===== config.mk =====
export PLATFORM = sky130hd
export DESIGN_NAME = beacon_biphase_demodulator
export DESIGN_NICKNAME = d
export VERILOG_FILES = /design/src/rtl/bbd_pkg.sv /design/src/rtl/beacon_biphase_demodulator.sv /design/src/rtl/bbd_avg.sv
export SDC_FILE = /design/constraint.sdc
export NUM_CORES = 2
export LEC_CHECK = 0
export ABC_AREA = 1
export BUFFER_PORTS_ARGS = -buffer_cell sky130_fd_sc_hd__buf_2
export CAP_MARGIN = 20
export CORE_MARGIN = 1
export CORE_UTILIZATION = 30
export DETAILED_ROUTE_END_ITERATION = 7
export GPL_TIMING_DRIVEN = 0
export PLACE_DENSITY_LB_ADDON = 0.15
export SYNTH_ARGS = -nofsm -noshare
export SYNTH_HDL_FRONTEND = slang
export SYNTH_SLANG_ARGS = --single-unit

===== constraint.sdc =====
create_clock -name i_clk -period 7.6 [get_ports i_clk]
set_input_delay 0.38 -clock i_clk [delete_from_list [all_inputs] [get_ports i_clk]]
set_output_delay 0.38 -clock i_clk [all_outputs]
set_load 0.005 [all_outputs]

===== src/rtl/bbd_pkg.sv =====
`timescale 1ns / 1ps
// ----------------------------------------------------------------------------
// bbd_pkg
// Shared types and constants of the beacon biphase demodulator.
// ----------------------------------------------------------------------------
package bbd_pkg;

    localparam int SAMPLE_W    = 16;
    localparam int AVG_W       = 17;
    localparam int Y_W         = 25;
    localparam int TAP_W       = 26;
    localparam int FRAME_MAX   = 120;
    localparam int HB_W        = 8;
    localparam int SYNC_W      = 22;
    localparam int THR_W       = 15;
    localparam int PHASE_CFG_W = 5;
    localparam int CFG_IDX_W   = 2;
    localparam int CFG_DATA_W  = 22;
    localparam int IN_TDATA_W  = 16;
    localparam int OUT_TDATA_W = 152;

    localparam logic [THR_W-1:0]       RST_SLICE_THRESHOLD = 15'd614;
    localparam logic [PHASE_CFG_W-1:0] RST_SAMPLE_PHASE    = 5'd7;
    localparam logic [SYNC_W-1:0]      RST_SYNC_NORMAL     = 22'h2959AA;
    localparam logic [SYNC_W-1:0]      RST_SYNC_ALTERNATE  = 22'h29A655;

    typedef enum logic [CFG_IDX_W-1:0] {
        CFG_SLICE_THRESHOLD = 2'd0,
        CFG_SAMPLE_PHASE    = 2'd1,
        CFG_SYNC_NORMAL     = 2'd2,
        CFG_SYNC_ALTERNATE  = 2'd3
    } t_cfg_idx;

    typedef struct packed {
        logic en;
        logic vld;
    } t_stage_ctl;

    typedef struct packed {
        logic                    vld;
        logic signed [AVG_W-1:0] avg;
    } t_avg;

endpackage


===== src/rtl/beacon_biphase_demodulator.sv =====
`timescale 1ns / 1ps
// ----------------------------------------------------------------------------
// beacon_biphase_demodulator
// Demodulates biphase beacon audio into 120-bit frames.
// ----------------------------------------------------------------------------
// Takes one audio sample per clock while the output is not held, and returns
// one result per sample. The moving-average ring sits in a memory whose
// registered read is issued at the accepting edge. After that the sample
// passes the running sum register, the reciprocal multiply that divides by
// the tap count, the DC blocker register and the slicer, clock recovery and
// frame assembler, whose result lands in the output register. A result held
// by the receiver freezes the whole pipeline and holds off the input. The
// ring has a valid bit per entry, so no clearing pass follows reset.
module beacon_biphase_demodulator
    import bbd_pkg::*;
#(
    parameter int AVERAGE_TAPS     = 10,
    parameter int HALF_BIT_SAMPLES = 20,
    parameter int FRAME_BITS       = 120
) (
    input  logic                   i_clk,
    input  logic                   i_rst_n,
    input  logic                   i_s_axis_tvalid,
    output logic                   o_s_axis_tready,
    // [15:0] audio_sample
    input  logic [IN_TDATA_W-1:0]  i_s_axis_tdata,
    output logic                   o_m_axis_tvalid,
    input  logic                   i_m_axis_tready,
    // [24:0] filtered_sample, [88:25] frame_low, [144:89] frame_high, rest zero
    output logic [OUT_TDATA_W-1:0] o_m_axis_tdata,
    // [0] sliced_level, [1] sync_found, [2] frame_valid, [3] frame_alternate
    output logic [3:0]             o_m_axis_tuser,
    input  logic                   i_cfg_valid,
    output logic                   o_cfg_ready,
    input  logic [CFG_IDX_W-1:0]   i_cfg_index,
    input  logic [CFG_DATA_W-1:0]  i_cfg_data
);

    localparam int PHW  = $clog2(HALF_BIT_SAMPLES + 2);
    localparam int CMPW = (PHW > PHASE_CFG_W) ? PHW : PHASE_CFG_W;

    typedef enum logic [1:0] {
        TRIM_NONE,
        TRIM_FAST,
        TRIM_SLOW
    } t_trim;

    typedef struct packed {
        logic frame_alternate;
        logic frame_valid;
        logic sync_found;
        logic sliced_level;
    } t_flags;

    logic [THR_W-1:0]       r_thr;
    logic [PHASE_CFG_W-1:0] r_sample_phase;
    logic [SYNC_W-1:0]      r_sync_norm;
    logic [SYNC_W-1:0]      r_sync_alt;

    logic       en;
    t_stage_ctl avg_ctl;
    t_avg       avg;

    logic signed [TAP_W-1:0] r_tap;
    logic signed [TAP_W-1:0] n_tap;
    logic signed [Y_W-1:0]   n_y;
    logic signed [Y_W+1:0]   y_full;
    logic signed [TAP_W:0]   tap_full;
    logic                    r_e_vld;
    logic signed [Y_W-1:0]   r_e_y;

    logic                  r_slice;
    logic                  n_slice;
    logic                  edge_hit;
    t_trim                 r_trim;
    t_trim                 n_trim;
    logic [PHW-1:0]        r_phase;
    logic [PHW-1:0]        n_phase;
    logic [PHW-1:0]        ph_inc;
    logic                  wrap;
    logic                  take;
    logic [SYNC_W-1:0]     r_hist;
    logic [SYNC_W-1:0]     n_hist;
    logic                  r_recv;
    logic                  n_recv;
    logic [HB_W-1:0]       r_hb;
    logic [HB_W-1:0]       n_hb;
    logic [FRAME_BITS-1:0] r_frame;
    logic [FRAME_BITS-1:0] n_frame;
    logic                  r_alt;
    logic                  n_alt;
    logic                  f_sync;
    logic                  f_done;
    logic signed [Y_W-1:0] thr_pos;

    logic                  r_out_vld;
    logic signed [Y_W-1:0] r_out_y;
    logic [FRAME_MAX-1:0]  r_out_frame;
    t_flags                r_out_flags;

    // configuration
    assign o_cfg_ready = 1'b1;

    always_ff @(posedge i_clk) begin
        if (!i_rst_n) begin
            r_thr          <= RST_SLICE_THRESHOLD;
            r_sample_phase <= RST_SAMPLE_PHASE;
            r_sync_norm    <= RST_SYNC_NORMAL;
            r_sync_alt     <= RST_SYNC_ALTERNATE;
        end else if (i_cfg_valid) begin
            unique case (t_cfg_idx'(i_cfg_index))
                CFG_SLICE_THRESHOLD: r_thr          <= i_cfg_data[THR_W-1:0];
                CFG_SAMPLE_PHASE:    r_sample_phase <= i_cfg_data[PHASE_CFG_W-1:0];
                CFG_SYNC_NORMAL:     r_sync_norm    <= i_cfg_data[SYNC_W-1:0];
                CFG_SYNC_ALTERNATE:  r_sync_alt     <= i_cfg_data[SYNC_W-1:0];
            endcase
        end
    end

    // pipeline advances whenever the output slot is free or being taken
    assign en              = !r_out_vld || i_m_axis_tready;
    assign o_s_axis_tready = en;
    assign avg_ctl.en      = en;
    assign avg_ctl.vld     = i_s_axis_tvalid;

    bbd_avg #(
        .AVERAGE_TAPS (AVERAGE_TAPS)
    ) u_avg (
        .i_clk    (i_clk),
        .i_rst_n  (i_rst_n),
        .i_ctl    (avg_ctl),
        .i_sample ($signed(i_s_axis_tdata[SAMPLE_W-1:0])),
        .o_avg    (avg)
    );

    // dc blocker
    always_comb begin
        y_full = {{(Y_W+2-AVG_W-8){avg.avg[AVG_W-1]}}, avg.avg, 8'b0}
                 + {r_tap[TAP_W-1], r_tap};
        if (y_full[Y_W+1:Y_W-1] == 3'b000 || y_full[Y_W+1:Y_W-1] == 3'b111) begin
            n_y = y_full[Y_W-1:0];
        end else if (y_full[Y_W+1]) begin
            n_y = {1'b1, {(Y_W-1){1'b0}}};
        end else begin
            n_y = {1'b0, {(Y_W-1){1'b1}}};
        end
        tap_full = {r_tap[TAP_W-1], r_tap}
                   - {{(TAP_W+9-Y_W){n_y[Y_W-1]}}, n_y[Y_W-1:8]};
        if (tap_full[TAP_W] == tap_full[TAP_W-1]) begin
            n_tap = tap_full[TAP_W-1:0];
        end else if (tap_full[TAP_W]) begin
            n_tap = {1'b1, {(TAP_W-1){1'b0}}};
        end else begin
            n_tap = {1'b0, {(TAP_W-1){1'b1}}};
        end
    end

    always_ff @(posedge i_clk) begin
        if (!i_rst_n) begin
            r_tap   <= '0;
            r_e_vld <= 1'b0;
        end else if (en) begin
            r_e_vld <= avg.vld;
            if (avg.vld) begin
                r_tap <= n_tap;
            end
        end
    end

    always_ff @(posedge i_clk) begin
        if (en && avg.vld) begin
            r_e_y <= n_y;
        end
    end

    // slicer, half-bit clock, sync search and frame assembly
    assign thr_pos = {2'b00, r_thr, 8'b0};

    always_comb begin
        n_slice  = r_slice;
        edge_hit = 1'b0;
        if (!r_slice && r_e_y > thr_pos) begin
            n_slice  = 1'b1;
            edge_hit = 1'b1;
        end else if (r_slice && r_e_y < -thr_pos) begin
            n_slice  = 1'b0;
            edge_hit = 1'b1;
        end

        n_trim = r_trim;
        if (edge_hit && r_phase >= PHW'(HALF_BIT_SAMPLES / 2)
                && r_phase < PHW'(HALF_BIT_SAMPLES - 1)) begin
            n_trim = TRIM_FAST;
        end
        if (edge_hit && r_phase < PHW'(HALF_BIT_SAMPLES / 2) && r_phase > PHW'(1)) begin
            n_trim = TRIM_SLOW;
        end

        ph_inc = r_phase + 1'b1;
        unique case (n_trim)
            TRIM_FAST: wrap = ph_inc >= PHW'(HALF_BIT_SAMPLES - 1);
            TRIM_SLOW: wrap = ph_inc >= PHW'(HALF_BIT_SAMPLES + 1);
            default:   wrap = ph_inc >= PHW'(HALF_BIT_SAMPLES);
        endcase
        n_phase = wrap ? '0 : ph_inc;
        take    = CMPW'(n_phase) == CMPW'(r_sample_phase);

        n_hist  = r_hist;
        n_recv  = r_recv;
        n_hb    = r_hb;
        n_frame = r_frame;
        n_alt   = r_alt;
        f_sync  = 1'b0;
        f_done  = 1'b0;
        if (take) begin
            if (r_recv) begin
                n_hb = r_hb + 1'b1;
                if (n_hb[0]) begin
                    n_frame = {r_frame[FRAME_BITS-2:0], n_slice};
                end
                if (n_hb >= HB_W'(2 * FRAME_BITS)) begin
                    n_recv = 1'b0;
                    n_hb   = '0;
                    f_done = 1'b1;
                end
            end else begin
                n_hist = {r_hist[SYNC_W-2:0], n_slice};
                if (n_hist == r_sync_norm) begin
                    f_sync = 1'b1;
                    n_alt  = 1'b0;
                end
                if (n_hist == r_sync_alt) begin
                    f_sync = 1'b1;
                    n_alt  = 1'b1;
                end
                if (f_sync) begin
                    n_recv  = 1'b1;
                    n_hb    = '0;
                    n_frame = '0;
                end
            end
        end
    end

    always_ff @(posedge i_clk) begin
        if (!i_rst_n) begin
            r_slice   <= 1'b0;
            r_trim    <= TRIM_NONE;
            r_phase   <= '0;
            r_hist    <= '0;
            r_recv    <= 1'b0;
            r_hb      <= '0;
            r_frame   <= '0;
            r_alt     <= 1'b0;
            r_out_vld <= 1'b0;
        end else if (en) begin
            r_out_vld <= r_e_vld;
            if (r_e_vld) begin
                r_slice <= n_slice;
                r_trim  <= n_trim;
                r_phase <= n_phase;
                r_hist  <= n_hist;
                r_recv  <= n_recv;
                r_hb    <= n_hb;
                r_frame <= n_frame;
                r_alt   <= n_alt;
            end
        end
    end

    always_ff @(posedge i_clk) begin
        if (en && r_e_vld) begin
            r_out_y                     <= r_e_y;
            r_out_frame                 <= f_done ? FRAME_MAX'(n_frame) : '0;
            r_out_flags.sliced_level    <= n_slice;
            r_out_flags.sync_found      <= f_sync;
            r_out_flags.frame_valid     <= f_done;
            r_out_flags.frame_alternate <= f_done & n_alt;
        end
    end

    assign o_m_axis_tvalid = r_out_vld;
    assign o_m_axis_tdata  = {(OUT_TDATA_W-FRAME_MAX-Y_W)'(0), r_out_frame, r_out_y};
    assign o_m_axis_tuser  = r_out_flags;

    a_phase_range: assert property (@(posedge i_clk) disable iff (!i_rst_n)
        r_phase <= PHW'(HALF_BIT_SAMPLES))
        else $error("half-bit clock phase out of range");

    a_sync_or_frame: assert property (@(posedge i_clk) disable iff (!i_rst_n)
        r_out_vld |-> !(r_out_flags.sync_found && r_out_flags.frame_valid))
        else $error("sync and frame delivery on one sample");

    a_frame_zero: assert property (@(posedge i_clk) disable iff (!i_rst_n)
        (r_out_vld && !r_out_flags.frame_valid) |->
            (r_out_frame == '0 && !r_out_flags.frame_alternate))
        else $error("frame bits set without a delivered frame");

    a_hb_bound: assert property (@(posedge i_clk) disable iff (!i_rst_n)
        r_recv |-> (r_hb < HB_W'(2 * FRAME_BITS)))
        else $error("half-bit count past frame end");

    a_hist_frozen: assert property (@(posedge i_clk) disable iff (!i_rst_n)
        ($past(r_recv) && r_recv) |-> $stable(r_hist))
        else $error("sync history moved during a frame");

endmodule


===== src/rtl/bbd_avg.sv =====
`timescale 1ns / 1ps
// ----------------------------------------------------------------------------
// bbd_avg
// Moving average over a ring held in a synchronous memory, running sum,
// division by the tap count through a reciprocal multiply.
// ----------------------------------------------------------------------------
module bbd_avg
    import bbd_pkg::*;
#(
    parameter int AVERAGE_TAPS = 10
) (
    input  logic                       i_clk,
    input  logic                       i_rst_n,
    input  t_stage_ctl                 i_ctl,
    input  logic signed [SAMPLE_W-1:0] i_sample,
    output t_avg                       o_avg
);

    localparam int CL    = $clog2(AVERAGE_TAPS);
    localparam int PW    = (AVERAGE_TAPS > 1) ? CL : 1;
    localparam int MW    = SAMPLE_W + CL;
    localparam int SW    = MW + 1;
    localparam int K     = MW + CL;
    localparam logic [MW:0] RECIP =
        (MW+1)'(((longint'(1) << K) + longint'(AVERAGE_TAPS) - 1) / longint'(AVERAGE_TAPS));

    logic signed [SAMPLE_W-1:0] r_mem [AVERAGE_TAPS];
    logic [AVERAGE_TAPS-1:0]    r_ok;
    logic [PW-1:0]              r_pos;
    logic [PW-1:0]              n_pos;
    logic signed [SW-1:0]       r_sum;
    logic signed [SW-1:0]       n_sum;

    logic                       r_b_vld;
    logic [PW-1:0]              r_b_addr;
    logic signed [SAMPLE_W-1:0] r_b_samp;
    logic signed [SAMPLE_W-1:0] r_rd;
    logic                       r_rd_ok;
    logic                       r_fwd;
    logic signed [SAMPLE_W-1:0] r_fwd_data;
    logic signed [SAMPLE_W-1:0] old_samp;
    logic                       fwd_hit;

    logic                       r_c_vld;
    logic signed [SW-1:0]       r_c_sum;
    logic [MW-1:0]              mag;

    logic                       r_d_vld;
    logic [2*MW:0]              r_d_prod;
    logic                       r_d_neg;
    logic [AVG_W-1:0]           quot;

    assign n_pos   = (r_pos == PW'(AVERAGE_TAPS - 1)) ? '0 : r_pos + 1'b1;
    assign fwd_hit = r_b_vld && (r_b_addr == r_pos);

    always_comb begin
        if (r_fwd) begin
            old_samp = r_fwd_data;
        end else if (r_rd_ok) begin
            old_samp = r_rd;
        end else begin
            old_samp = '0;
        end
        n_sum = r_sum + SW'(r_b_samp) - SW'(old_samp);
    end

    assign mag  = r_c_sum[SW-1] ? MW'(-r_c_sum) : MW'(r_c_sum);
    assign quot = r_d_prod[K+AVG_W-1:K];

    assign o_avg.vld = r_d_vld;
    assign o_avg.avg = r_d_neg ? -$signed(quot) : $signed(quot);

    always_ff @(posedge i_clk) begin
        if (!i_rst_n) begin
            r_pos   <= '0;
            r_ok    <= '0;
            r_sum   <= '0;
            r_b_vld <= 1'b0;
            r_c_vld <= 1'b0;
            r_d_vld <= 1'b0;
        end else if (i_ctl.en) begin
            r_b_vld <= i_ctl.vld;
            r_c_vld <= r_b_vld;
            r_d_vld <= r_c_vld;
            if (i_ctl.vld) begin
                r_pos <= n_pos;
            end
            if (r_b_vld) begin
                r_ok[r_b_addr] <= 1'b1;
                r_sum          <= n_sum;
            end
        end
    end

    // ring memory, one read and one write port
    always_ff @(posedge i_clk) begin
        if (i_ctl.en) begin
            if (i_ctl.vld) begin
                r_rd <= r_mem[r_pos];
            end
            if (r_b_vld) begin
                r_mem[r_b_addr] <= r_b_samp;
            end
        end
    end

    always_ff @(posedge i_clk) begin
        if (i_ctl.en) begin
            if (i_ctl.vld) begin
                r_b_addr   <= r_pos;
                r_b_samp   <= i_sample;
                r_rd_ok    <= r_ok[r_pos] | fwd_hit;
                r_fwd      <= fwd_hit;
                r_fwd_data <= r_b_samp;
            end
            if (r_b_vld) begin
                r_c_sum <= n_sum;
            end
            if (r_c_vld) begin
                r_d_prod <= mag * RECIP;
                r_d_neg  <= r_c_sum[SW-1];
            end
        end
    end

endmodule


==> out/qor.yml <==
cts:
  clk_latency_ns: 0.71
  cts_root_buffer: "clkbuf_16"
  clockBufferDepth: 3
  cts_tree: "built"
  cts_sinks: 716
  htreeDepth: 3
  clk_pin_slew_worst_paths_ns: 0.06
  cts_buffers: 87
synth:
  ys_types: 52
  netlist_instances: 4832
  ys_async_sr_fraction_pct: 0
  syn_area_mm2: 0.0429
  synth.avg_cell_area_um2: 8.88
  ys.flop_type: "edfxtp_1"
  ys_seq_elements: 716
  synth_edf_count: 427
  synth-seq-area-share_pct: 43.4
  ys_warn_count: 0
critical_path:
  crit_type: "flop to flop"
  worstSetupStartpointType: "flop"
  path_max_fanout: 6
  setup.worst_path.start: "u_avg.r_c_sum[0]"
  r2r-start: "u_avg.r_c_sum[0]"
  worst-endpoint-arrival_ns: 7.70
  worstSetupEndpointType: "flop"
  worstPathRequired_ns: 8.02
drt:
  drt_iter0_drc: 2356
  drt_pre_antenna_iters: 5
  viasPerCell: 4.76
  drt_wl_total_um: 135000
  drc: 0
  vias: 34100
  ant_nets: 0
  wire_per_inst_um: 18.8
place:
  dp.cells: 6935
  portBuffers: 194
  gp_congestion: 0.868
  dpl-instance-area_mm2: 0.0465
  dp_hpwl_um: 102000
sta:
  max_freq_ghz: 0.137
  finalSetupViolCount: 0
  clock_skew_ns: 0.0363
  finalSetupTns_ns: 0
  drv_slew: 0
  whs_ns: 0.0684
  max_slew_margin_pct: 32.0
  worst_slew_pin_slew_ns: 1.01
  fin_crit_sh_pct: 95.8
  layout_min_cycle_time_ns: 7.28
  finalHoldViolCount: 0
finish:
  layout.cells.most_common_list: "nand2_1, inv_1, edfxtp_1"
  seq_area_mm2: 0.0186
  final_cells: 7155
  layout_commonest_cell: "nand2_1"
  multi_input_area_mm2: 0.0212
  stdcell_area_mm2: 0.0503
  drive_above_1_share_pct: 11.2
  antenna_cells: 0
  nets: 5697
  area_delta_synth_final_pct: 17.2
  fillers: 14600
global_routing:
  grt_pass1_wl_um: 203000
  grt_pass1_vias: 33100
  grt_overflow: 0
  grt_max_degree: 62
  gr-max-usage-layer: "met2"
  grt_usage_pct: 18.3
  antenna_found_initial: 3
  grtUsageMet2_pct: 29.3
  grt_util_met3_pct: 2.87
  grt_util_met1_pct: 25.9
die:
  start_util_pct: 30.3
  die_w_um: 380
  num_rows: 138
  dieHeight_um: 380
  ios: 204
  core_area_mm2: 0.142
  die_area_mm2: 0.144
hold_path:
  hold_class: "primary input to flop"
  hold_start: "i_cfg_data[3]"
run_status:
  status: "finished clean"
flow_run:
  drv_cap: 0
[per-layer routing]
metal	wire, µm	part of all wire (%)
met2	61100	45
met3	6410	4.8
met5	11	0.0082
met4	2780	2.1
met1	64400	48
[cells by family after synthesis]
logic type      Yosys count  synth area share, %
other cells               2               0.0175
buf+inv                 849                 7.95
simple gates           1641                 15.6
compound gates          979                 13.2
fa+ha+maj               460                 16.1
xor+xnor                185                 3.80
flops                   716                 43.4
[state kept, by name (all words and copies together), names as in the netlist, 15 cells and up]
| name | flops |
|---|---|
| u_avg.r_mem | 160 |
| r_frame | 120 |
| r_out_frame | 120 |
| r_tap | 26 |
| r_e_y | 25 |
| r_out_y | 25 |
| r_sync_alt | 22 |
| r_sync_norm | 22 |
| r_hist | 21 |
| u_avg.r_c_sum | 21 |
| u_avg.r_sum | 21 |
| u_avg.r_d_prod | 17 |
| u_avg.r_b_samp | 16 |
| u_avg.r_fwd_data | 16 |
| u_avg.r_rd | 16 |
| r_thr | 15 |
[through the flow]
stage | setup slack, ns | utilization, %
after floorplan | 0.805 | -
after CTS | -0.0696 | 35.3
after detailed placement | -0.890 | 32.8
after global placement | -1.80 | 32.6
final | 0.322 | 35.5
after global routing | -0.0182 | 35.5
[what timing repair did]
action | CTS | global route
hold endpoints to repair | 50 | 0
buffers inserted | 13 | 10
setup endpoints to repair | 17 | 63
hold buffers | 35 | 0
gates resized for setup | 21 | 44
pin swaps | 5 | 4
[Yosys cell counts, drive strengths merged, types with 24 or more instances]
| cell type | count | area [µm²] |
|---|---|---|
| dfxtp | 289 | 5790 |
| xnor2 | 57 | 499 |
| nand3 | 227 | 1140 |
| o21ai | 337 | 1690 |
| inv | 638 | 2390 |
| xor2 | 128 | 1130 |
| nor3 | 45 | 225 |
| fa | 153 | 3060 |
| nand4 | 31 | 194 |
| o21a | 24 | 180 |
| nor2 | 373 | 1420 |
| ha | 307 | 3840 |
| a221oi | 26 | 228 |
| edfxtp | 427 | 12800 |
| buf | 72 | 494 |
| clkbuf | 134 | 503 |
| a21oi | 486 | 2730 |
| nand2 | 937 | 3530 |
[cell type report]
| class | count | share of cell area, % |
|---|---|---|
| Sequential cell | 716 | 37.0 |
| Buffer | 206 | 2.01 |
| Inverter | 643 | 4.81 |
| Timing Repair Buffer | 265 | 3.48 |
| Tap cell | 1890 | 4.70 |
| Multi-Input combinational cell | 3273 | 42.2 |
| Clock inverter | 46 | 0.965 |
| Clock buffer | 116 | 4.86 |
[critical path: stages (launching register included)]
cell and delay (ns):
edfxtp_1 0.48, inv_1 0.10, ha_1 0.22, nand4_1 0.16, o21ai_2 0.22, nand2_2 0.14
xor2_4 0.27, inv_1 0.11, ha_4 0.35, inv_1 0.08, fa_1 0.54, inv_1 0.06
fa_1 0.53, inv_1 0.05, fa_1 0.53, inv_1 0.06, fa_1 0.50, fa_1 0.56
ha_1 0.33, ha_1 0.39, a21o_1 0.22, a31oi_1 0.18, o21ai_0 0.21, a221oi_2 0.34
o211ai_1 0.21, xor2_1 0.18
[path summary, 6_finish.rpt]
path	end	slack [ns]	cells past startpoint
max	u_avg.r_d_prod[37]	0.32	25
min	r_sync_norm[3]	0.07	3
max reg2reg	u_avg.r_d_prod[37]	0.32	25
min reg2reg	u_avg.r_b_addr[2]	0.43	0
Power is not shown: default switching activity piles up to over one toggle a cycle in this logic, so the estimate is an artifact.
